<file path="config.mk">
export PLATFORM = sky130hd
export DESIGN_NAME = cell_array_rect_splitter
export DESIGN_NICKNAME = d
export VERILOG_FILES = /design/src/rtl/cars_pkg.sv /design/src/rtl/cell_array_rect_splitter.sv
export SDC_FILE = /design/constraint.sdc
export NUM_CORES = 2
export LEC_CHECK = 0
export ABC_CLOCK_PERIOD_IN_PS = 9900
export BUFFER_PORTS_ARGS = -buffer_cell sky130_fd_sc_hd__buf_2
export CAP_MARGIN = 20
export CORE_ASPECT_RATIO = 1.5
export CORE_MARGIN = 8
export CORE_UTILIZATION = 61
export DETAILED_ROUTE_END_ITERATION = 10
export PLACE_DENSITY = 0.86
export SLEW_MARGIN = 15
export SYNTH_ARGS = -nofsm -noshare
export SYNTH_HDL_FRONTEND = slang
export SYNTH_SLANG_ARGS = --single-unit
</file>
<file path="constraint.sdc">
create_clock -name clk -period 9.9 [get_ports clk]
set_input_delay 0.495 -clock clk [delete_from_list [all_inputs] [get_ports clk]]
set_output_delay 0.495 -clock clk [all_outputs]
set_load 0.05 [all_outputs]
</file>
<file path="src/rtl/cars_pkg.sv">
package cars_pkg;

    localparam int COORD_W        = 16;
    localparam int EDGE_W         = 17;
    localparam int GRID_W         = 8;
    localparam int SPAN_W         = 17;
    localparam int PROD_W         = 24;
    localparam int QUOT_W         = 17;
    localparam int LANES          = 4;
    localparam int CFG_IDX_W      = 3;
    localparam int DEF_COUNT_BITS = 8;

    typedef enum logic [CFG_IDX_W-1:0] {
        REG_X_FIRST      = 3'd0,
        REG_Y_FIRST      = 3'd1,
        REG_X_SECOND     = 3'd2,
        REG_Y_SECOND     = 3'd3,
        REG_COLUMN_COUNT = 3'd4,
        REG_ROW_COUNT    = 3'd5
    } cfg_reg_t;

    localparam int LANE_X_START = 0;
    localparam int LANE_X_END   = 1;
    localparam int LANE_Y_START = 2;
    localparam int LANE_Y_END   = 3;

endpackage

</file>
<file path="src/rtl/cell_array_rect_splitter.sv">
// channel  | handshake             | payload
// ---------+-----------------------+-----------------------------------------------
// in       | in_valid / in_stall   | pen_index
// out      | out_valid / out_stall | cell_left cell_top cell_right cell_bottom
//          |                       | pen_out last_cell
// cfg      | cfg_valid / cfg_ready | cfg_index cfg_data
//
// an item with a nonzero grid forms the four dividends as it is accepted, then takes 24 steps
// of the bit-serial restoring dividers (one quotient bit per cycle), then adds the corner
// a zero column or row count consumes the item and emits nothing
// rst_n clears the counters, the state and out_valid; corners reset to 0, counts to 1
// a finished result waits in the output register while out_stall is high; the next item
// is accepted meanwhile, its result is held in the dividers until the output frees up
module cell_array_rect_splitter
    import cars_pkg::*;
#(
    parameter int COUNT_BITS = DEF_COUNT_BITS
)
(
    input  logic                        clk,
    input  logic                        rst_n,

    input  logic                        cfg_valid,
    output logic                        cfg_ready,
    input  logic [CFG_IDX_W-1:0]        cfg_index,
    input  logic [COORD_W-1:0]          cfg_data,

    input  logic                        in_valid,
    output logic                        in_stall,
    input  logic signed [COORD_W-1:0]   pen_index,

    output logic                        out_valid,
    input  logic                        out_stall,
    output logic signed [COORD_W-1:0]   cell_left,
    output logic signed [COORD_W-1:0]   cell_top,
    output logic signed [EDGE_W-1:0]    cell_right,
    output logic signed [EDGE_W-1:0]    cell_bottom,
    output logic signed [COORD_W-1:0]   pen_out,
    output logic                        last_cell
);

    localparam int CMP_W  = (COUNT_BITS > GRID_W) ? COUNT_BITS : GRID_W;
    localparam int STEP_W = $clog2(PROD_W);
    localparam logic [STEP_W-1:0] STEP_LAST = STEP_W'(PROD_W - 1);

    typedef enum logic [1:0] {
        ST_IDLE,
        ST_DIV,
        ST_DONE
    } state_t;

    state_t state_reg, state_next;

    logic signed [COORD_W-1:0] x_first_reg, y_first_reg, x_second_reg, y_second_reg;
    logic [GRID_W-1:0]         column_count_reg, row_count_reg;

    logic [COUNT_BITS-1:0] col_pos_reg, row_pos_reg;
    logic [COUNT_BITS-1:0] col_eff, row_eff;
    logic [COUNT_BITS-1:0] col_pos_next, row_pos_next;
    logic                  col_end, row_end, grid_last;
    logic                  zero_grid, in_xfer, out_free, load_out;

    logic signed [COORD_W-1:0] x_min, x_max, y_min, y_max;
    logic [SPAN_W-1:0]         span_x, span_y;
    logic [GRID_W-1:0]         col_idx, row_idx;
    logic [PROD_W-1:0]         lane_load [LANES];
    logic [GRID_W-1:0]         lane_divisor [LANES];

    logic [PROD_W-1:0] quo_reg [LANES];
    logic [GRID_W-1:0] rem_reg [LANES];
    logic [STEP_W-1:0] step_reg;
    logic signed [COORD_W-1:0] pen_reg;
    logic              last_reg;

    logic [COORD_W+1:0] left_sum, right_sum, top_sum, bottom_sum;

    assign cfg_ready = 1'b1;

    always_ff @(posedge clk or negedge rst_n)
    begin
        if (!rst_n)
        begin
            x_first_reg      <= '0;
            y_first_reg      <= '0;
            x_second_reg     <= '0;
            y_second_reg     <= '0;
            column_count_reg <= GRID_W'(1);
            row_count_reg    <= GRID_W'(1);
        end
        else if (cfg_valid && cfg_ready)
        begin
            case (cfg_index)
                REG_X_FIRST:      x_first_reg      <= cfg_data;
                REG_Y_FIRST:      y_first_reg      <= cfg_data;
                REG_X_SECOND:     x_second_reg     <= cfg_data;
                REG_Y_SECOND:     y_second_reg     <= cfg_data;
                REG_COLUMN_COUNT: column_count_reg <= cfg_data[GRID_W-1:0];
                REG_ROW_COUNT:    row_count_reg    <= cfg_data[GRID_W-1:0];
                default:          ;
            endcase
        end
    end

    // corners in order
    always_comb
    begin
        x_min  = (x_first_reg > x_second_reg) ? x_second_reg : x_first_reg;
        x_max  = (x_first_reg > x_second_reg) ? x_first_reg : x_second_reg;
        y_min  = (y_first_reg > y_second_reg) ? y_second_reg : y_first_reg;
        y_max  = (y_first_reg > y_second_reg) ? y_first_reg : y_second_reg;
        span_x = SPAN_W'({x_max[COORD_W-1], x_max} - {x_min[COORD_W-1], x_min}) + SPAN_W'(1);
        span_y = SPAN_W'({y_max[COORD_W-1], y_max} - {y_min[COORD_W-1], y_min}) + SPAN_W'(1);
    end

    // grid position and counter advance
    always_comb
    begin
        zero_grid = (column_count_reg == '0) || (row_count_reg == '0);
        col_eff   = (CMP_W'(col_pos_reg) >= CMP_W'(column_count_reg)) ? '0 : col_pos_reg;
        row_eff   = (CMP_W'(row_pos_reg) >= CMP_W'(row_count_reg)) ? '0 : row_pos_reg;
        col_end   = ((CMP_W + 1)'(col_eff) + 1'b1) == (CMP_W + 1)'(column_count_reg);
        row_end   = ((CMP_W + 1)'(row_eff) + 1'b1) == (CMP_W + 1)'(row_count_reg);
        grid_last = col_end && row_end;
        col_idx   = GRID_W'(col_eff);
        row_idx   = GRID_W'(row_eff);
        if (grid_last)
        begin
            col_pos_next = '0;
            row_pos_next = '0;
        end
        else if (col_end)
        begin
            col_pos_next = '0;
            row_pos_next = row_eff + 1'b1;
        end
        else
        begin
            col_pos_next = col_eff + 1'b1;
            row_pos_next = row_eff;
        end
    end

    always_comb
    begin
        lane_load[LANE_X_START] = PROD_W'(25'(col_idx) * 25'(span_x));
        lane_load[LANE_X_END]   = PROD_W'((25'(col_idx) + 25'd1) * 25'(span_x));
        lane_load[LANE_Y_START] = PROD_W'(25'(row_idx) * 25'(span_y));
        lane_load[LANE_Y_END]   = PROD_W'((25'(row_idx) + 25'd1) * 25'(span_y));
        lane_divisor[LANE_X_START] = column_count_reg;
        lane_divisor[LANE_X_END]   = column_count_reg;
        lane_divisor[LANE_Y_START] = row_count_reg;
        lane_divisor[LANE_Y_END]   = row_count_reg;
    end

    assign in_stall = (state_reg != ST_IDLE);
    assign in_xfer  = in_valid && !in_stall;
    assign out_free = !out_valid || !out_stall;
    assign load_out = (state_reg == ST_DONE) && out_free;

    always_comb
    begin
        state_next = state_reg;
        case (state_reg)
            ST_IDLE:
                if (in_xfer && !zero_grid)
                    state_next = ST_DIV;
            ST_DIV:
                if (step_reg == STEP_LAST)
                    state_next = ST_DONE;
            ST_DONE:
                if (out_free)
                    state_next = ST_IDLE;
            default:
                state_next = ST_IDLE;
        endcase
    end

    // restoring dividers, one quotient bit per lane per cycle
    for (genvar g = 0; g < LANES; g++)
    begin : g_lane
        logic [GRID_W:0] rem_shift;
        logic            fits;

        always_comb
        begin
            rem_shift = {rem_reg[g], quo_reg[g][PROD_W-1]};
            fits      = rem_shift >= {1'b0, lane_divisor[g]};
        end

        always_ff @(posedge clk)
        begin
            if (in_xfer)
            begin
                quo_reg[g] <= lane_load[g];
                rem_reg[g] <= '0;
            end
            else if (state_reg == ST_DIV)
            begin
                quo_reg[g] <= {quo_reg[g][PROD_W-2:0], fits};
                rem_reg[g] <= fits ? GRID_W'(rem_shift - {1'b0, lane_divisor[g]})
                                   : GRID_W'(rem_shift);
            end
        end
    end

    always_comb
    begin
        left_sum   = {{2{x_min[COORD_W-1]}}, x_min}
                   + {1'b0, quo_reg[LANE_X_START][QUOT_W-1:0]};
        right_sum  = {{2{x_min[COORD_W-1]}}, x_min}
                   + {1'b0, quo_reg[LANE_X_END][QUOT_W-1:0]} - 18'd1;
        top_sum    = {{2{y_min[COORD_W-1]}}, y_min}
                   + {1'b0, quo_reg[LANE_Y_START][QUOT_W-1:0]};
        bottom_sum = {{2{y_min[COORD_W-1]}}, y_min}
                   + {1'b0, quo_reg[LANE_Y_END][QUOT_W-1:0]} - 18'd1;
    end

    always_ff @(posedge clk or negedge rst_n)
    begin
        if (!rst_n)
        begin
            state_reg   <= ST_IDLE;
            col_pos_reg <= '0;
            row_pos_reg <= '0;
            step_reg    <= '0;
            out_valid   <= 1'b0;
        end
        else
        begin
            state_reg <= state_next;
            if (in_xfer && !zero_grid)
            begin
                col_pos_reg <= col_pos_next;
                row_pos_reg <= row_pos_next;
                pen_reg     <= pen_index;
                last_reg    <= grid_last;
                step_reg    <= '0;
            end
            else if (state_reg == ST_DIV)
            begin
                step_reg <= step_reg + 1'b1;
            end
            if (load_out)
            begin
                out_valid   <= 1'b1;
                cell_left   <= left_sum[COORD_W-1:0];
                cell_top    <= top_sum[COORD_W-1:0];
                cell_right  <= right_sum[EDGE_W-1:0];
                cell_bottom <= bottom_sum[EDGE_W-1:0];
                pen_out     <= pen_reg;
                last_cell   <= last_reg;
            end
            else if (!out_stall)
            begin
                out_valid <= 1'b0;
            end
        end
    end

`ifndef SYNTHESIS
    a_zero_grid_idle: assert property (@(posedge clk) disable iff (!rst_n)
        in_xfer && zero_grid |=> state_reg == ST_IDLE)
        else $error("zero grid started a cell");

    a_div_length: assert property (@(posedge clk) disable iff (!rst_n)
        state_reg == ST_DIV && step_reg == STEP_LAST |=> state_reg == ST_DONE)
        else $error("divider did not finish on its last step");

    a_col_in_range: assert property (@(posedge clk) disable iff (!rst_n)
        in_xfer && !zero_grid |=> CMP_W'(col_pos_reg) < CMP_W'(column_count_reg))
        else $error("column position left the grid");

    a_row_in_range: assert property (@(posedge clk) disable iff (!rst_n)
        in_xfer && !zero_grid |=> CMP_W'(row_pos_reg) < CMP_W'(row_count_reg))
        else $error("row position left the grid");
`endif

endmodule
</file>
==> metrics.txt <==
FF/Latch Area=roughly 9500 µm²; top post-synthesis cells by count=692 x inv_1, 609 x nor2_1, 398 x fa_1; Nets=about 5,100; CP Launch Type=flop; post-route cell area=41,000 µm²; first-pass GRT wire length=167,400 µm; worst hold path type=input pin to flop; number of synthesized flops with an enable pin=approximately 230; Longest Clk Path Bufs=3; TritonRoute pass-1 iters=5; WL/cell=~20 µm; max reg flops=96; vias in the first global route=32,270; Vias=roughly 30,000; gp weighted congestion=~1.0; register area share after synthesis=0.2508; most used cell, CP=fa_1; clock insertion delay at the later pin of the skew report=~0.60 ns; Synth Flop Type=edfxtp_1; CP peak stage delay=approximately 0.84 ns; fillers=approximately 4,700; routed vias/inst=between 5 and 6; Final setup viols=0; CTS tree=yes; routed wire length=around 110,000 µm; Crit. End Element=flop; total negative slack=0 ns; clock sink count=332; CP Class=flop to flop; minimum clock period=~9.5 ns; GR Util All Layers=0.3048; async set-reset flop share out of synthesis=0.3133; drc violations=0; Initial Util=0.6167; Crit. Startpoint=y_second_reg[11]; cell row count=111; Netlist Area Pre-Place=about 38,000 µm²; syn nets=approximately 5,000; CP max-delay cell=xnor2_1; DP Wirelength=83,810 µm; fin crit share=0.9606; Mean Syn Cell Area=between 9 and 10 µm²; Slew Viols, Final=0; Die Area=roughly 70,000 µm²; fraction of layout cells with a size suffix above 1=0.09535; Max Clock Freq=between 0.1 and 0.15 GHz; area leader, netlist=fa_1; antenna viol nets, final=0; Max-Cap Viols=0; initial antenna violation count=6; final hold violation count=0; Crit Reg-Reg Startpoint=y_second_reg[11]; library cells used by synthesis=80; outcome=finished, final reports clean; I/O Pins=126; total placed instance area=39,660 µm²; hold_sp=pen_index[11]; violation count after the first detailed-route iteration=2,106; Die Ht=320.4 µm; Port Buf Inserts=124; TritonCTS Buffers=37; largest net degree at the start of global routing=75; area of the multi-input gates=25,290 µm²; Synthesis Warnings=0; WP data arrival=between 9 and 10 ns; required time worst endpoint=a little over 10 ns; Rel. slew slack=0.2657; critical path fanouts, max=15; Root Buffer=clkbuf_16; Layout area overhead=8.781%; largest cells by area after synthesis=fa_1 21%, edfxtp_1 18%, ha_1 12%; actual slew at the worst max-slew pin=1.101 ns; clock tree skew after final layout=approximately 0.032 ns; core area=between 60,000 and 70,000 µm²; top-count cell post-synth=inv_1; Mapped Cells=about 4,200; CTS clk-pin slew, worst paths=about 0.06 ns; H-tree lvl count=2; Die W=219.0 µm; Synth top area share=0.2114; global route overflow=0; RSZ-0062 raised after global routing=false; Yosys reg bits=about 330
==> area by class of cell <==
| class | count | share of cell area |
|---|---|---|
| Antenna cell | 7 | 0.0004273 |
| Clock buffer | 42 | 0.02408 |
| Clock inverter | 23 | 0.005371 |
| Inverter | 694 | 0.06354 |
| Multi-Input combinational cell | 3000 | 0.6167 |
| Sequential cell | 332 | 0.2305 |
| Tap cell | 791 | 0.02414 |
| Timing Repair Buffer | 230 | 0.03516 |
==> kinds of logic after synthesis <==
group / count (synthesis) / synth area share
mux: 85 / 0.02460
buf+inv: 828 / 0.08260
xor+xnor: 203 / 0.04883
other cells: 1 / 0.00009950
simple gates: 1312 / 0.1518
fa+ha+maj: 769 / 0.3346
compound gates: 630 / 0.1067
flops: 332 / 0.2508
==> worst max-delay path: cells and delay by family (launching register included) <==
family          cells  cell delay (ns)
fa+ha+maj           7             3.03
compound gates     10             2.30
buf+inv             5             0.71
flops               1             0.39
mux                 1             0.27
xor+xnor            2             1.27
simple gates        8             1.26
==> layer usage <==
layer  part of all wire  vias up  global-route usage
met5                  0        -                   0
met1               0.32    14820              0.2938
met4               0.12        0              0.3007
met3              0.056      523             0.05032
met2               0.51     1139              0.5356
li1                   -    13870                   -
==> timing repair <==
action | in CTS | in global routing
endpoints found under the setup margin | 0 | 4
resized for setup | 0 | 13
hold buffers | 1 | 0
hold endpoints to repair | 36 | 0
buffers inserted | 0 | 3
==> worst paths after layout <==
kind	to	slack [ns]	depth (start not counted)
min in group asynchronous	row_pos_reg[2]	0.45	2
worst min-delay path	pen_reg[11]	0.08	1
worst max register to register	quo_reg[2][23]	0.39	33
max in group asynchronous	x_second_reg[13]	8.15	3
worst max-delay path	quo_reg[2][23]	0.39	33
worst min register to register	pen_out[6]	0.42	0
==> layout by cell type, fill, tap and decap left out, drive strengths merged, types with 7 or more instances in the layout <==
| cell | count |
|---|---|
| a211oi | 30 |
| a21boi | 25 |
| a21o | 68 |
| a21oi | 148 |
| a31oi | 17 |
| and2 | 10 |
| and3 | 15 |
| buf | 229 |
| clkbuf | 42 |
| clkinv | 15 |
| dfrtp | 102 |
| diode | 7 |
| edfxtp | 228 |
| fa | 398 |
| ha | 371 |
| inv | 696 |
| mux2 | 61 |
| mux2i | 24 |
| nand2 | 337 |
| nand2b | 67 |
| nand3 | 74 |
| nand4 | 19 |
| nor2 | 609 |
| nor2b | 38 |
| nor3 | 61 |
| o211ai | 11 |
| o21a | 22 |
| o21ai | 184 |
| o21bai | 12 |
| o22ai | 7 |
| o311ai | 8 |
| o31ai | 31 |
| or2 | 30 |
| or3 | 22 |
| xnor2 | 123 |
| xor2 | 76 |
==> stage by stage <==
| stage | util | std cells | worst slack, ns | hold WS [ns] |
|---|---|---|---|---|
| after floorplan | - | 4160 | 0.8415 | 0.1994 |
| after global placement | 0.6488 | 5042 | 0.4214 | 0.4006 |
| after detailed placement | 0.6491 | 5043 | 0.2674 | 0.4045 |
| after CTS | 0.6690 | 5109 | 0.2789 | 0.04319 |
| after global routing | 0.6707 | 5115 | 0.02504 | 0.06403 |
| final | 0.6709 | 5119 | 0.3902 | 0.07638 |
Power is left out: the tool's default activity adds up to more than one toggle a clock period on the data nets, which glitch-free logic cannot reach.
